$ cat config.mk
export PLATFORM = sky130hd
export DESIGN_NAME = cbs_ctrl
export DESIGN_NICKNAME = d
export VERILOG_FILES = /design/src/design/cbs_pkg.sv /design/src/design/cbs_ctrl.sv
export SDC_FILE = /design/constraint.sdc
export NUM_CORES = 1
export LEC_CHECK = 0
export BUFFER_PORTS_ARGS = -buffer_cell sky130_fd_sc_hd__buf_2
export CELL_PAD_IN_SITES_DETAIL_PLACEMENT = 1
export CELL_PAD_IN_SITES_GLOBAL_PLACEMENT = 1
export CORE_AREA = 4 4 41 43
export CTS_CLUSTER_SIZE = 28
export DETAILED_ROUTE_END_ITERATION = 7
export DIE_AREA = 0 0 45 47
export GPL_ROUTABILITY_DRIVEN = 1
export GPL_TIMING_DRIVEN = 0
export PLACE_DENSITY = 0.44
export SLEW_MARGIN = 20
export SYNTH_ARGS = -nofsm -noshare
export SYNTH_HDL_FRONTEND = slang
export SYNTH_SLANG_ARGS = --single-unit
$ cat constraint.sdc
create_clock -name i_clk -period 1.1 [get_ports i_clk]
set_input_delay 0 -clock i_clk [delete_from_list [all_inputs] [get_ports i_clk]]
set_output_delay 0 -clock i_clk [all_outputs]
set_load 0.01 [all_outputs]
$ cat src/design/cbs_pkg.sv
// ----------------------------------------------------------------------------
// cbs_pkg
// Shared constants, result codes and controller/datapath interface types
// for the counting bucket sort block.
// ----------------------------------------------------------------------------
package cbs_pkg;

    localparam int VALUE_BITS = 10;
    localparam int COUNT_BITS = 13;

    // Key split: high part picks a bitmap row, low part a bit in the row.
    localparam int LO_BITS  = (VALUE_BITS + 1) / 2;
    localparam int HI_BITS  = VALUE_BITS - LO_BITS;
    localparam int NUM_KEYS = 1 << VALUE_BITS;
    localparam int ROWS     = 1 << HI_BITS;
    localparam int ROW_W    = 1 << LO_BITS;

    localparam logic [COUNT_BITS-1:0] COUNT_MAX = {COUNT_BITS{1'b1}};

    localparam logic [1:0] ST_INSERTED = 2'd0;
    localparam logic [1:0] ST_POPPED   = 2'd1;
    localparam logic [1:0] ST_EMPTY    = 2'd2;
    localparam logic [1:0] ST_FULL     = 2'd3;

    // Controller to datapath.
    typedef struct packed {
        logic rd_ins;     // accept insert: read count and row at input key
        logic rd_row;     // accept pop: read row of lowest occupied row
        logic rd_cnt;     // pop: pick lowest bit, read its count
        logic wr_ins;     // finish insert, write result
        logic wr_pop;     // finish pop, write result
        logic out_empty;  // finish pop on empty store
    } t_cmd;

    // Datapath to controller.
    typedef struct packed {
        logic empty;      // no key stored
        logic slot_free;  // result register can take a word this cycle
    } t_stat;

endpackage

$ cat src/design/cbs_ctrl.sv
// ----------------------------------------------------------------------------
// cbs_ctrl
// Sequencer for insert and pop requests; issues datapath commands.
// ----------------------------------------------------------------------------
module cbs_ctrl (
    input  logic          i_clk,
    input  logic          i_rst_n,
    input  logic          i_valid,
    input  logic          i_req_type,
    input  cbs_pkg::t_stat i_stat,
    output logic          o_stall,
    output cbs_pkg::t_cmd  o_cmd
);

    typedef enum logic [1:0] {
        S_IDLE,
        S_INS,
        S_POP_ROW,
        S_POP_CNT
    } t_state;

    t_state r_state;
    t_state n_state;

    always_comb begin
        n_state = r_state;
        o_cmd   = '0;
        case (r_state)
            S_IDLE: begin
                if (i_valid) begin
                    if (i_req_type) begin
                        o_cmd.rd_row = 1'b1;
                        n_state      = S_POP_ROW;
                    end else begin
                        o_cmd.rd_ins = 1'b1;
                        n_state      = S_INS;
                    end
                end
            end
            S_INS: begin
                if (i_stat.slot_free) begin
                    o_cmd.wr_ins = 1'b1;
                    n_state      = S_IDLE;
                end
            end
            S_POP_ROW: begin
                if (i_stat.empty) begin
                    if (i_stat.slot_free) begin
                        o_cmd.out_empty = 1'b1;
                        n_state         = S_IDLE;
                    end
                end else begin
                    o_cmd.rd_cnt = 1'b1;
                    n_state      = S_POP_CNT;
                end
            end
            S_POP_CNT: begin
                if (i_stat.slot_free) begin
                    o_cmd.wr_pop = 1'b1;
                    n_state      = S_IDLE;
                end
            end
            default: begin
                n_state = S_IDLE;
            end
        endcase
    end

    always_ff @(posedge i_clk) begin
        if (!i_rst_n) begin
            r_state <= S_IDLE;
        end else begin
            r_state <= n_state;
        end
    end

    assign o_stall = (r_state != S_IDLE) | ~i_rst_n;

endmodule

# Word level (Yosys, flattened, before mapping)
# Index checks and enable logic that the tools add are counted.
# totals
out_inout_bits	7
elab_cells	26
register_bits	2
in_bits	6
# classes
mux	16
eq_ne	4
bitwise	2
n_reduce_logical	3
# op_table
operator	count
2-bit two-way mux	6
1-bit two-way mux	9
2-bit one-hot mux with 3 select lines	1
2-bit equality test (second input constant)	2
2-bit by 1-bit equality test with 1-bit output (second input constant)	1
2-bit logical NOT	1
2-bit inequality test (second input constant)	1
2-bit nonzero test	1
2-bit OR reduction	1
1-bit NOT	1
1-bit OR	1

# Longest topological paths before layout
# Gate-level depths: netlist of the first run.
# depth
word_depth	3
ltp_mapped	2
ltp_nobuf	2

# Worst setup path before layout of the first run
# Ideal clock, no wire load.
# synth_path
path_kind	reg-to-reg
from	register r_state[1]
to	register r_state[0]
slack_ps	214
path_stages_with_launch	3
n_path_buf	0
arrival_ps	765
setup_ps	122
t_required_ps	978
synth_period_minus_slack_ps	886
cell_sequence	dfxtp_1 -> nor3b_1 -> o311a_1
# synth_via
elab_chain_cells	3
word_cells_on_any_way	7
classes_between	eq/ne: 4; mux: 1; reduce/logical: 2
# synth_lines
element	line	source
start: declaration	cbs_ctrl.sv:22	t_state r_state;
start signal: assignment	cbs_ctrl.sv:73	r_state <= n_state;
2-bit equality test / 2-bit by 1-bit equality test with 1-bit output (equally long branches)	cbs_ctrl.sv:28	case (r_state)
2-bit OR reduction (no line)	--	
2-bit one-hot mux with 3 select lines	cbs_ctrl.sv:28	
# Parallel ways exist; a longest one is shown, timed or not.
# A chain may end at the register's enable or synchronous reset.

==> insert_results.sql, run 1 <==
INSERT INTO impl_metrics (metric_group, metric, value, unit) VALUES
('logic_synthesis', 'synthTopCellsByCount', '3 x sky130_fd_sc_hd__and2_1, 2 x sky130_fd_sc_hd__dfxtp_1, 2 x sky130_fd_sc_hd__nand2_1, 2 x sky130_fd_sc_hd__nor2_1, 2 x sky130_fd_sc_hd__nor3b_1', ''),
('global_route', 'grt_antenna_before_repair', '0', ''),
('route', 'vias', '203', ''),
('logic_synthesis', 'synth_fp_nets', '24', ''),
('min_path', 'hold_path.startpoint', 'i_rst_n', ''),
('logic_synthesis', 'yosysTopAreaCell', 'sky130_fd_sc_hd__dfxtp_1', ''),
('logic_synthesis', 'synth.area.top_cells', 'sky130_fd_sc_hd__dfxtp_1 27%, sky130_fd_sc_hd__and2_1 13%, sky130_fd_sc_hd__nor3b_1 10%', ''),
('critical_path', 'r2r_end', 'r_state[0]$_SDFFE_PN0P_', ''),
('run_status', 'status', 'finished, final reports clean', ''),
('global_route', 'vias_in_the_first_global_route', '234', ''),
('route', 'route.final.wire_length', '577', 'µm'),
('logic_synthesis', 'post_synth_instance_area', '148', 'µm²'),
('layout', 'final_core_util', '20.5', '%'),
('die', 'die_w', '45', 'µm'),
('pwr', 'leakagePower', '0.139', 'nW'),
('logic_synthesis', 'synth_cell_types', '12', ''),
('die', 'initial_utilization', '11.3', '%'),
('place', 'placement.io_buffers', '12', ''),
('critical_path', 'worstPathMaxFanout', '9', ''),
('logic_synthesis', 'seq_area_frac_synth', '27.1', '%'),
('layout', 'largest-register', 'r_state', ''),
('layout', 'multi_input_logic_area', '123', 'µm²'),
('cts', 'clock-sinks', '2', ''),
('cts', 'clk_path_buf_depth', '2', ''),
('die', 'die-area', '0.00212', 'mm²'),
('cts', 'tritoncts.num_buffers', '3', ''),
('critical_path', 'r2r_setup_slack', '150', 'ps'),
('place', 'detailed_place_hpwl', '441', 'µm'),
('cts', 'htree_num_levels', '1', ''),
('global_route', 'globalRouteTotalUtil', '6.31', '%'),
('layout', 'largest_registers', 'r_state x2', ''),
('critical_path', 'crit_slowest_cell', 'sky130_fd_sc_hd__dfxtp_2', ''),
('cts', 'postCtsSetupRepairBufs', '0', ''),
('pwr', 'max-vdd-ir-drop', '0.000284', 'V'),
('sta', 'post-route-min-period', '1040', 'ps'),
('critical_path', 'crit_type', 'flip-flop to output pin', ''),
('die', 'floorplan.core_area', '0.00130', 'mm²'),
('sta', 'timing.final.setup_violations', '0', ''),
('logic_synthesis', 'synthesized_instance_count', '18', ''),
('logic_synthesis', 'synth.yosys.warnings', '0', ''),
('sta', 'final-hold-violation-count', '0', ''),
('logic_synthesis', 'syn_area_per_cell', '8.20', 'µm²'),
('sta', 'fmax', '963', 'MHz'),
('layout', 'final.fill_count', '166', ''),
('cts', 'tritoncts', 'done', ''),
('logic_synthesis', 'synth-edff-count', '0', ''),
('route', 'route.detailed.drc', '0', ''),
('run', 'timing.max_cap.violations', '0', ''),
('route', 'via_per_inst', '4.23', ''),
('pwr', 'power_per_cell_area', '1250', 'mW/mm²'),
('place', 'dpl.cell_count', '45', ''),
('place', 'gp_congestion', '0.648', ''),
('sta', 'fin_worst_skew', '1.46', 'ps'),
('min_path', 'min_delay_worst_endpoint', 'r_state[0]$_SDFFE_PN0P_', ''),
('logic_synthesis', 'yosys.cell_count.top_type', 'sky130_fd_sc_hd__and2_1', ''),
('critical_path', 'crit_path_cell_chain', 'nor2_1, and2_1, buf_2', ''),
('route', 'number_of_drc_markers_in_iteration_0', '4', ''),
('cts', 'clock_network_latency_to_the_later_pin_of_the_worst_skew_pair', '220', 'ps'),
('critical_path', 'timing.critical_path.slowest_cell_delay', '360', 'ps'),
('layout', 'post_route_cells_drive_above_1_share', '57.6', '%'),
('logic_synthesis', 'synth_flop_cell', 'sky130_fd_sc_hd__dfxtp_1', ''),
('critical_path', 'r2r-start', 'r_state[1]$_SDFFE_PN0P_', ''),
('route', 'drtPass1Iterations', '2', ''),
('sta', 'final-max-slew-violation-count', '0', ''),
('route', 'wl_per_cell', '12.0', 'µm'),
('route', 'ant_nets', '0', ''),
('sta', 'worst_slew_pin_slew', '218', 'ps'),
('layout', 'seqCellArea', '42.5', 'µm²'),
('critical_path', 'cp-end-kind', 'output pin', ''),
('die', 'chipHeight', '47', 'µm'),
('global_route', 'wire_length_of_the_first_global_routing_pass', '924', 'µm');
-- routing by layer --
layer | global-route usage (%) | vias to the layer above | part of all wire [%]
met2 | 9.04 | 13 | 43
met4 | 7.02 | 0 | 0
li1 | - | 99 | -
met1 | 7.24 | 91 | 48
met3 | 1.53 | 0 | 9.2
met5 | 0 | - | 0
-- layout by cell type, fill, tap and decap left out --
master                     instances
sky130_fd_sc_hd__nor3b_1           2
sky130_fd_sc_hd__nor2b_2           1
sky130_fd_sc_hd__a32o_1            1
sky130_fd_sc_hd__nand2_1           2
sky130_fd_sc_hd__nor4b_4           1
sky130_fd_sc_hd__nor2_1            2
sky130_fd_sc_hd__and2_1            3
sky130_fd_sc_hd__clkbuf_4          3
sky130_fd_sc_hd__o21ai_0           1
sky130_fd_sc_hd__dfxtp_2           2
sky130_fd_sc_hd__and4b_1           1
sky130_fd_sc_hd__buf_2            12
sky130_fd_sc_hd__o311a_1           1
sky130_fd_sc_hd__and3_1            1
-- worst max-delay path: cells and delay by family, from the launching register on --
| family | cells | cell delay, ps |
|---|---|---|
| flops | 1 | 360 |
| simple gates | 2 | 330 |
| buf+inv | 1 | 130 |
-- cells by family (layout without fill, tap and decap cells) --
family,Yosys count,after routing,share of synthesized area (%)
DFF,2,2,27.1
and+or+nand+nor,13,13,55.9
buffers and inverters,0,15,0
AOI/OAI and AO/OA,3,3,16.9
-- stage by stage --
| step | total power, mW | instance area [µm²] | TNS (ps) |
|---|---|---|---|
| 2_1_floorplan | 0.126 | 148 | 0 |
| 5_1_grt | 0.352 | 267 | -1.66 |
| 3_5_place_dp | 0.164 | 226 | 0 |
| 6_report | 0.332 | 267 | 0 |
| 4_1_cts | 0.336 | 256 | 0 |
| 3_3_place_gp | 0.160 | 226 | 0 |
-- worst max-delay path by stage --
stage	start	endpoint	cells past startpoint
2_1_floorplan	r_state[1]$_SDFFE_PN0P_	r_state[0]$_SDFFE_PN0P_	2
3_3_place_gp	r_state[1]$_SDFFE_PN0P_	r_state[0]$_SDFFE_PN0P_	2
3_5_place_dp	r_state[1]$_SDFFE_PN0P_	r_state[0]$_SDFFE_PN0P_	2
4_1_cts	r_state[0]$_SDFFE_PN0P_	o_cmd[4]	3
5_1_grt	r_state[1]$_SDFFE_PN0P_	o_cmd[4]	3
6_report	r_state[1]$_SDFFE_PN0P_	o_cmd[4]	3
-- layout make-up --
type	instances	share of cell area [%]
multi-input combinational	16	46.0
timing repair buffer	12	22.5
sequential	2	16.0
clock buffer	3	8.45
tap	15	7.04
-- where the power goes --
part | switching, mW | total (mW) | internal, mW
Clock | 0.0393 | 0.159 | 0.120
Combinational | 0.0367 | 0.0750 | 0.0383
Sequential | 0.0163 | 0.0977 | 0.0815
Total | 0.0922 | 0.332 | 0.240
-- what timing repair did --
item,4_1_cts,5_1_grt
pin swaps,0,1
resized for setup,2,2
setup endpoints to repair,1,3
(Power assumes the default switching activity.)
==> run 2: changes to the inputs <==
--- a/config.mk
+++ b/config.mk
@@ -15,7 +15,6 @@
 export GPL_ROUTABILITY_DRIVEN = 1
 export GPL_TIMING_DRIVEN = 0
 export PLACE_DENSITY = 0.44
-export SLEW_MARGIN = 20
 export SYNTH_ARGS = -nofsm -noshare
 export SYNTH_HDL_FRONTEND = slang
 export SYNTH_SLANG_ARGS = --single-unit
==> constraint.sdc (replaced) <==
create_clock -name i_clk -period 1.1 [get_ports i_clk]
set_input_delay 0.055 -clock i_clk [delete_from_list [all_inputs] [get_ports i_clk]]
set_output_delay 0.055 -clock i_clk [all_outputs]
set_load 0.01 [all_outputs]
==> run 2 against run 1 <==
Critical path depth decreased by 1. Die area unchanged. Wire length increased by 5.0%. Power increased by 1.8%. Clock power increased by 3%. Global-route usage unchanged. Register-to-register slack about the same. Cell area increased by 2.8%. Sequential share of layout area increased by 1.4 points. Setup slack got worse by 22 ps. Worst hold slack improved by 54 ps. Combinational power increased by 2.7%. Critical path type unchanged. Highest routed layer unchanged.
==> insert_results.sql, run 2 (synthesized netlist as in run 1, its figures left out) <==
INSERT INTO impl_metrics (metric_group, metric, value, unit) VALUES
('pwr', 'leakagePower', '0.140', 'nW'),
('cts', 'tritoncts.num_buffers', '3', ''),
('run_status', 'status', 'finished, final reports clean', ''),
('critical_path', 'r2r_setup_slack', '160', 'ps'),
('pwr', 'total_power', '0.338', 'mW'),
('global_route', 'wire_length_of_the_first_global_routing_pass', '924', 'µm'),
('route', 'drtPass1Iterations', '2', ''),
('route', 'via_per_inst', '4.21', ''),
('layout', 'antenna-diode-count', '0', ''),
('sta', 'worst_relative_slew_slack', '85.1', '%'),
('cts', 'cts_hold_buf', '0', ''),
('layout', 'largest-register', 'r_state', ''),
('sta', 'post-route-min-period', '1060', 'ps'),
('route', 'wl_per_cell', '12.6', 'µm'),
('sta', 'timing.final.setup_violations', '0', ''),
('layout', 'layout_commonest_cell', 'sky130_fd_sc_hd__buf_2', ''),
('sta', 'final.setup.worst_slack', '39.8', 'ps'),
('critical_path', 'cp.arrival', '1010', 'ps'),
('layout', 'seqCellArea', '47.5', 'µm²'),
('critical_path', 'r2r_end', 'r_state[0]$_SDFFE_PN0P_', ''),
('die', 'floorplan.core_area', '0.00130', 'mm²'),
('critical_path', 'crit_start', 'r_state[0]$_SDFFE_PN0P_', ''),
('critical_path', 'cp-end-kind', 'output pin', ''),
('critical_path', 'data_required_time_of_the_critical_path', '1040', 'ps'),
('critical_path', 'r2r-start', 'r_state[1]$_SDFFE_PN0P_', ''),
('die', 'io_pins', '13', ''),
('sta', 'fin_worst_skew', '6.67', 'ps'),
('die', 'die-area', '0.00212', 'mm²'),
('route', 'ant_nets', '0', ''),
('critical_path', 'timing.critical_path.slowest_cell_delay', '360', 'ps'),
('layout', 'layout_common_cells', '12 x sky130_fd_sc_hd__buf_2, 3 x sky130_fd_sc_hd__and2_1, 3 x sky130_fd_sc_hd__clkbuf_4', ''),
('sta', 'final-hold-violation-count', '0', ''),
('pwr', 'max-vdd-ir-drop', '0.000358', 'V'),
('cts', 'htree_num_levels', '1', ''),
('run', 'timing.max_cap.violations', '0', ''),
('cts', 'clock-sinks', '2', ''),
('die', 'rows', '13', ''),
('global_route', 'globalRouteTotalUtil', '6.31', '%'),
('sta', 'final-max-slew-violation-count', '0', ''),
('layout', 'final.fill_count', '166', ''),
('critical_path', 'crit_type', 'flip-flop to output pin', ''),
('layout', 'post_route_cells_drive_above_1_share', '60.6', '%'),
('critical_path', 'ff2ff_path_depth', '2', ''),
('route', 'number_of_drc_markers_in_iteration_0', '3', ''),
('place', 'detailed_place_hpwl', '441', 'µm'),
('route', 'route.final.wire_length', '606', 'µm'),
('pwr', 'power_per_cell_area', '1230', 'mW/mm²'),
('global_route', 'grt_max_degree', '10', ''),
('critical_path', 'crit_path_cell_chain', 'nor4b_4, buf_2', ''),
('route', 'route.detailed.drc', '0', ''),
('layout', 'multi_input_logic_area', '125', 'µm²'),
('sta', 'grt_setup_unrepaired', 'true', ''),
('critical_path', 'crit_slowest_cell', 'sky130_fd_sc_hd__dfxtp_4', ''),
('global_route', 'grt_antenna_before_repair', '0', ''),
('cts', 'postCtsSetupRepairBufs', '0', ''),
('place', 'gp_congestion', '0.648', ''),
('place', 'preCtsSetupSlack', '97.6', 'ps'),
('layout', 'largest_registers', 'r_state x2', ''),
('die', 'die_w', '45', 'µm'),
('layout', 'syn2layout_area_growth', '85.6', '%'),
('cts', 'clk_path_buf_depth', '2', ''),
('layout', 'largest_register_ffs', '2', ''),
('die', 'chipHeight', '47', 'µm'),
('sta', 'fmax', '943', 'MHz'),
('cts', 'clk_root_buffer_cell', 'sky130_fd_sc_hd__clkbuf_4', ''),
('cts', 'clock_network_latency_to_the_later_pin_of_the_worst_skew_pair', '230', 'ps'),
('critical_path', 'cp_capture_point', 'o_cmd[5]', ''),
('cts', 'tritoncts', 'done', ''),
('route', 'vias', '202', ''),
('min_path', 'holdCritPathClass', 'input pin to flip-flop', ''),
('sta', 'worst_slew_pin_slew', '224', 'ps'),
('critical_path', 'critPathLaunchType', 'flip-flop', ''),
('global_route', 'vias_in_the_first_global_route', '234', ''),
('global_route', 'grt_overflow', '0', ''),
('critical_path', 'worstPathMaxFanout', '8', ''),
('place', 'placement.io_buffers', '12', ''),
('sta', 'fin_crit_sh', '96.4', '%'),
('layout', 'layout.nets', '41', ''),
('cts', 'cts.clk_slew.worst_paths', '30', 'ps'),
('die', 'initial_utilization', '11.3', '%');
run 2: repair_timing:
action / in CTS / in global routing
endpoints found under the setup margin: 4 / 1
pin swaps: 0 / 1
resized for setup: 4 / 3
endpoints found under the hold margin: 0 / 0
run 2: power breakdown:
part           switching, mW  internal (mW)  leakage, nW  total, mW
Clock                 0.0426          0.120       0.0138      0.163
Combinational         0.0372         0.0397        0.108     0.0770
Sequential            0.0177         0.0802       0.0178     0.0979
run 2: layout make-up:
type / instances / area share (%)
repair buffers: 12 / 21.9
flip-flops and latches: 2 / 17.4
clock buffers: 3 / 8.22
multi-input cells: 16 / 45.7
well taps: 15 / 6.85
run 2: worst min-delay path by stage:
stage | slack, ps | start | cells past startpoint | to
after floorplan | 160 | i_stat[1] | 1 | o_cmd[3]
after global placement | 350 | i_rst_n | 2 | r_state[0]$_SDFFE_PN0P_
after detailed placement | 350 | i_rst_n | 2 | r_state[1]$_SDFFE_PN0P_
after CTS | 110 | i_rst_n | 2 | r_state[0]$_SDFFE_PN0P_
after global routing | 130 | i_rst_n | 2 | r_state[0]$_SDFFE_PN0P_
final | 120 | i_rst_n | 2 | r_state[0]$_SDFFE_PN0P_
run 2: stage by stage:
| step | std cells | TNS, ps | instance area (µm²) | util [%] | hold slack [ps] |
|---|---|---|---|---|---|
| final | 48 | 0 | 274 | 21.1 | 120 |
| after global routing | 48 | -13.7 | 274 | 21.1 | 127 |
| after CTS | 48 | 0 | 260 | 20.0 | 112 |
| after detailed placement | 45 | 0 | 226 | 17.4 | 350 |
| after global placement | 45 | 0 | 226 | 17.4 | 348 |
| after floorplan | 18 | 0 | 148 | - | 159 |
run 2: routing by layer:
metal / vias up / track usage [%] / wire length [µm]
met5: - / 0 / 0
met4: 0 / 7.02 / 0
met3: 0 / 1.53 / 51
met2: 13 / 9.04 / 277
met1: 90 / 7.24 / 278
li1: 99 / - / -
run 2: critical path, delay by kind of cell (launching register included):
| family | cells | cell delay, ps |
|---|---|---|
| flops | 1 | 360 |
| simple gates | 1 | 250 |
| buf+inv | 1 | 170 |
==> run 3: changes to the inputs <==
--- a/config.mk
+++ b/config.mk
@@ -5,6 +5,7 @@
 export SDC_FILE = /design/constraint.sdc
 export NUM_CORES = 1
 export LEC_CHECK = 0
+export ABC_AREA = 1
 export BUFFER_PORTS_ARGS = -buffer_cell sky130_fd_sc_hd__buf_2
 export CELL_PAD_IN_SITES_DETAIL_PLACEMENT = 1
 export CELL_PAD_IN_SITES_GLOBAL_PLACEMENT = 1
@@ -14,7 +15,7 @@
 export DIE_AREA = 0 0 45 47
 export GPL_ROUTABILITY_DRIVEN = 1
 export GPL_TIMING_DRIVEN = 0
-export PLACE_DENSITY = 0.44
+export PLACE_DENSITY = 0.49
 export SYNTH_ARGS = -nofsm -noshare
 export SYNTH_HDL_FRONTEND = slang
 export SYNTH_SLANG_ARGS = --single-unit
==> run 3 against run 2 <==
Setup slack got worse by 14 ps. Combinational power grew 9.9%. Sequential share of layout area down 0.91 points. Critical path depth up 2. Cell count increased by 21%. First-iteration DRC count is 67% lower. Cell area unchanged. Non-clock buffer count stayed put. Largest cell class unchanged. Highest routed layer unchanged.
==> insert_results.sql, run 3 <==
INSERT INTO impl_metrics (metric_group, metric, value, unit) VALUES
('logic_synthesis', 'synthesized_instance_count', '28', ''),
('place', 'dpl_cell_area', '244', 'µm²'),
('global_route', 'globalRouteTotalUtil', '5.83', '%'),
('pwr', 'power_per_cell_area', '1220', 'mW/mm²'),
('pwr', 'leakagePower', '0.168', 'nW'),
('layout', 'layout_commonest_cell', 'sky130_fd_sc_hd__buf_2', ''),
('sta', 'final-max-slew-violation-count', '0', ''),
('run_status', 'status', 'finished, final reports clean', ''),
('logic_synthesis', 'seq_area_frac_synth', '24.2', '%'),
('logic_synthesis', 'syn_area_per_cell', '5.90', 'µm²'),
('critical_path', 'crit_type', 'flip-flop to output pin', ''),
('min_path', 'holdCritPathClass', 'input pin to flip-flop', ''),
('place', 'dpl.cell_count', '55', ''),
('layout', 'final_cell_count_no_fill', '58', ''),
('layout', 'largest_registers', 'r_state x2', ''),
('logic_synthesis', 'netlist.area_leader.share', '24.2', '%'),
('die', 'floorplan.core_area', '0.00130', 'mm²'),
('cts', 'clk_path_buf_depth', '2', ''),
('cts', 'postCtsSetupRepairBufs', '0', ''),
('sta', 'fin_hold_ws', '177', 'ps'),
('sta', 'fmax', '931', 'MHz'),
('critical_path', 'cell_type_group_with_the_largest_total_delay_on_the_critical_path', 'flip-flops', ''),
('layout', 'antenna-diode-count', '0', ''),
('route', 'wl_per_cell', '7.79', 'µm'),
('critical_path', 'cp-end-kind', 'output pin', ''),
('layout', 'final.fill_count', '178', ''),
('critical_path', 'critPathLaunchType', 'flip-flop', ''),
('logic_synthesis', 'synth-edff-count', '0', ''),
('die', 'chipHeight', '47', 'µm'),
('logic_synthesis', 'synth_fp_nets', '34', ''),
('cts', 'tritoncts.num_buffers', '3', ''),
('route', 'drtPass1Iterations', '2', ''),
('critical_path', 'ff2ff_path_depth', '3', ''),
('logic_synthesis', 'synth_cell_types', '12', ''),
('route', 'ant_nets', '0', ''),
('layout', 'final_core_util', '21.1', '%'),
('cts', 'cts.clk_slew.worst_paths', '30', 'ps'),
('logic_synthesis', 'synth.area.top_cells', 'sky130_fd_sc_hd__dfxtp_1 24%, sky130_fd_sc_hd__nand2_1 16%, sky130_fd_sc_hd__inv_1 14%', ''),
('global_route', 'vias_in_the_first_global_route', '211', ''),
('global_route', 'wire_length_of_the_first_global_routing_pass', '759', 'µm'),
('cts', 'clock-sinks', '2', ''),
('layout', 'layout_common_cells', '12 x sky130_fd_sc_hd__buf_2, 6 x sky130_fd_sc_hd__inv_1, 6 x sky130_fd_sc_hd__nand2_1', ''),
('min_path', 'hold_path.startpoint', 'i_req_type', ''),
('sta', 'worst_relative_slew_slack', '90.0', '%'),
('sta', 'worst_slew_pin_slew', '149', 'ps'),
('pwr', 'total_power', '0.335', 'mW'),
('route', 'via_per_inst', '3.69', ''),
('sta', 'timing.final.setup_violations', '0', ''),
('critical_path', 'cp.arrival', '1020', 'ps'),
('layout', 'final_area', '274', 'µm²'),
('place', 'detailed_place_hpwl', '402', 'µm'),
('route', 'route.detailed.drc', '0', ''),
('logic_synthesis', 'yosysTopAreaCell', 'sky130_fd_sc_hd__dfxtp_1', ''),
('logic_synthesis', 'yosys.cell_count.top_type', 'sky130_fd_sc_hd__nand2_1', ''),
('layout', 'syn2layout_area_growth', '65.9', '%'),
('critical_path', 'critical_path.n_buffers_inverters', '1', ''),
('cts', 'htree_num_levels', '1', ''),
('layout', 'layout.nets', '51', ''),
('route', 'route.final.wire_length', '452', 'µm'),
('critical_path', 'r2r_setup_slack', '270', 'ps'),
('pwr', 'max-vdd-ir-drop', '0.000270', 'V'),
('logic_synthesis', 'synth.yosys.warnings', '0', ''),
('layout', 'largest-register', 'r_state', ''),
('critical_path', 'data_required_time_of_the_critical_path', '1040', 'ps'),
('cts', 'tritoncts', 'done', ''),
('die', 'die_w', '45', 'µm'),
('min_path', 'min_delay_worst_endpoint', 'r_state[1]$_SDFFE_PN0P_', ''),
('run', 'timing.max_cap.violations', '0', ''),
('sta', 'fin_crit_sh', '97.7', '%'),
('logic_synthesis', 'synthTopCellsByCount', '7 x sky130_fd_sc_hd__nand2_1, 6 x sky130_fd_sc_hd__inv_1, 4 x sky130_fd_sc_hd__nor2_1', ''),
('die', 'initial_utilization', '12.7', '%'),
('place', 'gp_congestion', '0.616', ''),
('critical_path', 'r2r_end', 'r_state[1]$_SDFFE_PN0P_', ''),
('route', 'vias', '214', ''),
('critical_path', 'worstPathMaxFanout', '5', ''),
('place', 'placement.io_buffers', '12', ''),
('sta', 'final-hold-violation-count', '0', ''),
('logic_synthesis', 'async_s_r_ff_share_synth', '0', '%'),
('sta', 'post-route-min-period', '1070', 'ps'),
('critical_path', 'crit_slowest_cell', 'sky130_fd_sc_hd__dfxtp_2', ''),
('sta', 'grt_setup_unrepaired', 'true', ''),
('die', 'rows', '13', ''),
('cts', 'clk_root_buffer_cell', 'sky130_fd_sc_hd__clkbuf_4', ''),
('logic_synthesis', 'post_synth_instance_area', '165', 'µm²'),
('min_path', 'worst_hold_path_stage_count', '4', ''),
('logic_synthesis', 'synth_flop_cell', 'sky130_fd_sc_hd__dfxtp_1', ''),
('logic_synthesis', 'ys_seq_elements', '2', ''),
('route', 'number_of_drc_markers_in_iteration_0', '1', ''),
('layout', 'largest_register_ffs', '2', ''),
('global_route', 'grt_antenna_before_repair', '0', ''),
('critical_path', 'crit_path_cell_chain', 'nor2_4, nand2_1, nor2_1, buf_2', ''),
('global_route', 'grt_overflow', '0', ''),
('global_route', 'grt_max_degree', '6', ''),
('cts', 'clock_network_latency_to_the_later_pin_of_the_worst_skew_pair', '220', 'ps'),
('die', 'die-area', '0.00212', 'mm²'),
('critical_path', 'timing.critical_path.slowest_cell_delay', '340', 'ps'),
('critical_path', 'r2r-start', 'r_state[0]$_SDFFE_PN0P_', ''),
('sta', 'fin_worst_skew', '1.25', 'ps'),
('die', 'io_pins', '13', ''),
('layout', 'post_route_cells_drive_above_1_share', '51.2', '%');
## run 3: stage by stage
stage,TNS (ps),setup slack (ps)
2_1_floorplan,0,274
6_report,0,25.8
4_1_cts,0,0.772
3_5_place_dp,0,195
5_1_grt,-104,-56.8
3_3_place_gp,0,191
## run 3: power by group
group / switching (mW) / internal, mW
registers: 0.0115 / 0.0805
logic: 0.0463 / 0.0383
clock network: 0.0382 / 0.120
total: 0.0960 / 0.239
## run 3: routing by layer
metal / track usage, % / share of wire (%) / up-vias
met5: 0 / 0 / -
met4: 7.02 / 0 / 0
met3: 4.60 / 12 / 0
met2: 8.47 / 49 / 9
met1: 4.51 / 38 / 91
li1: - / - / 114
## run 3: worst max path at each step
stage	start	to	slack, ps	cells after the start
final	r_state[0]$_SDFFE_PN0P_	o_cmd[4]	30	4
after global routing	r_state[0]$_SDFFE_PN0P_	o_cmd[4]	-60	4
after CTS	r_state[0]$_SDFFE_PN0P_	o_cmd[4]	0.8	4
after detailed placement	r_state[1]$_SDFFE_PN0P_	o_cmd[0]	200	3
after global placement	r_state[0]$_SDFFE_PN0P_	r_state[1]$_SDFFE_PN0P_	190	4
after floorplan	r_state[1]$_SDFFE_PN0P_	o_cmd[0]	270	2
## run 3: cells by family after synthesis
| kind of cell | synth area share [%] |
|---|---|
| and+or+nand+nor | 53.0 |
| DFF | 24.2 |
| buffers and inverters | 15.9 |
| AOI/OAI and AO/OA | 6.82 |
## run 3: final cells by class
cell class	count	area (µm²)	area share, %
flip-flops and latches	2	45.0	16.4
inverters	7	26.3	9.59
well taps	15	18.8	6.85
repair buffers	12	60.1	21.9
clock buffers	3	22.5	8.22
multi-input cells	19	101	37.0
## run 3: repair_timing
item	4_1_cts	5_1_grt
pin swaps	0	1
gates resized for setup	1	3
hold buffers	0	0
endpoints found under the setup margin	3	6
endpoints found under the hold margin	0	0
cloned	0	0
## run 3: worst register-to-register path: cells and delay by family, from the launching register on
family | cells | cell delay [ps]
flops | 1 | 340
simple gates | 2 | 310
compound gates | 1 | 70
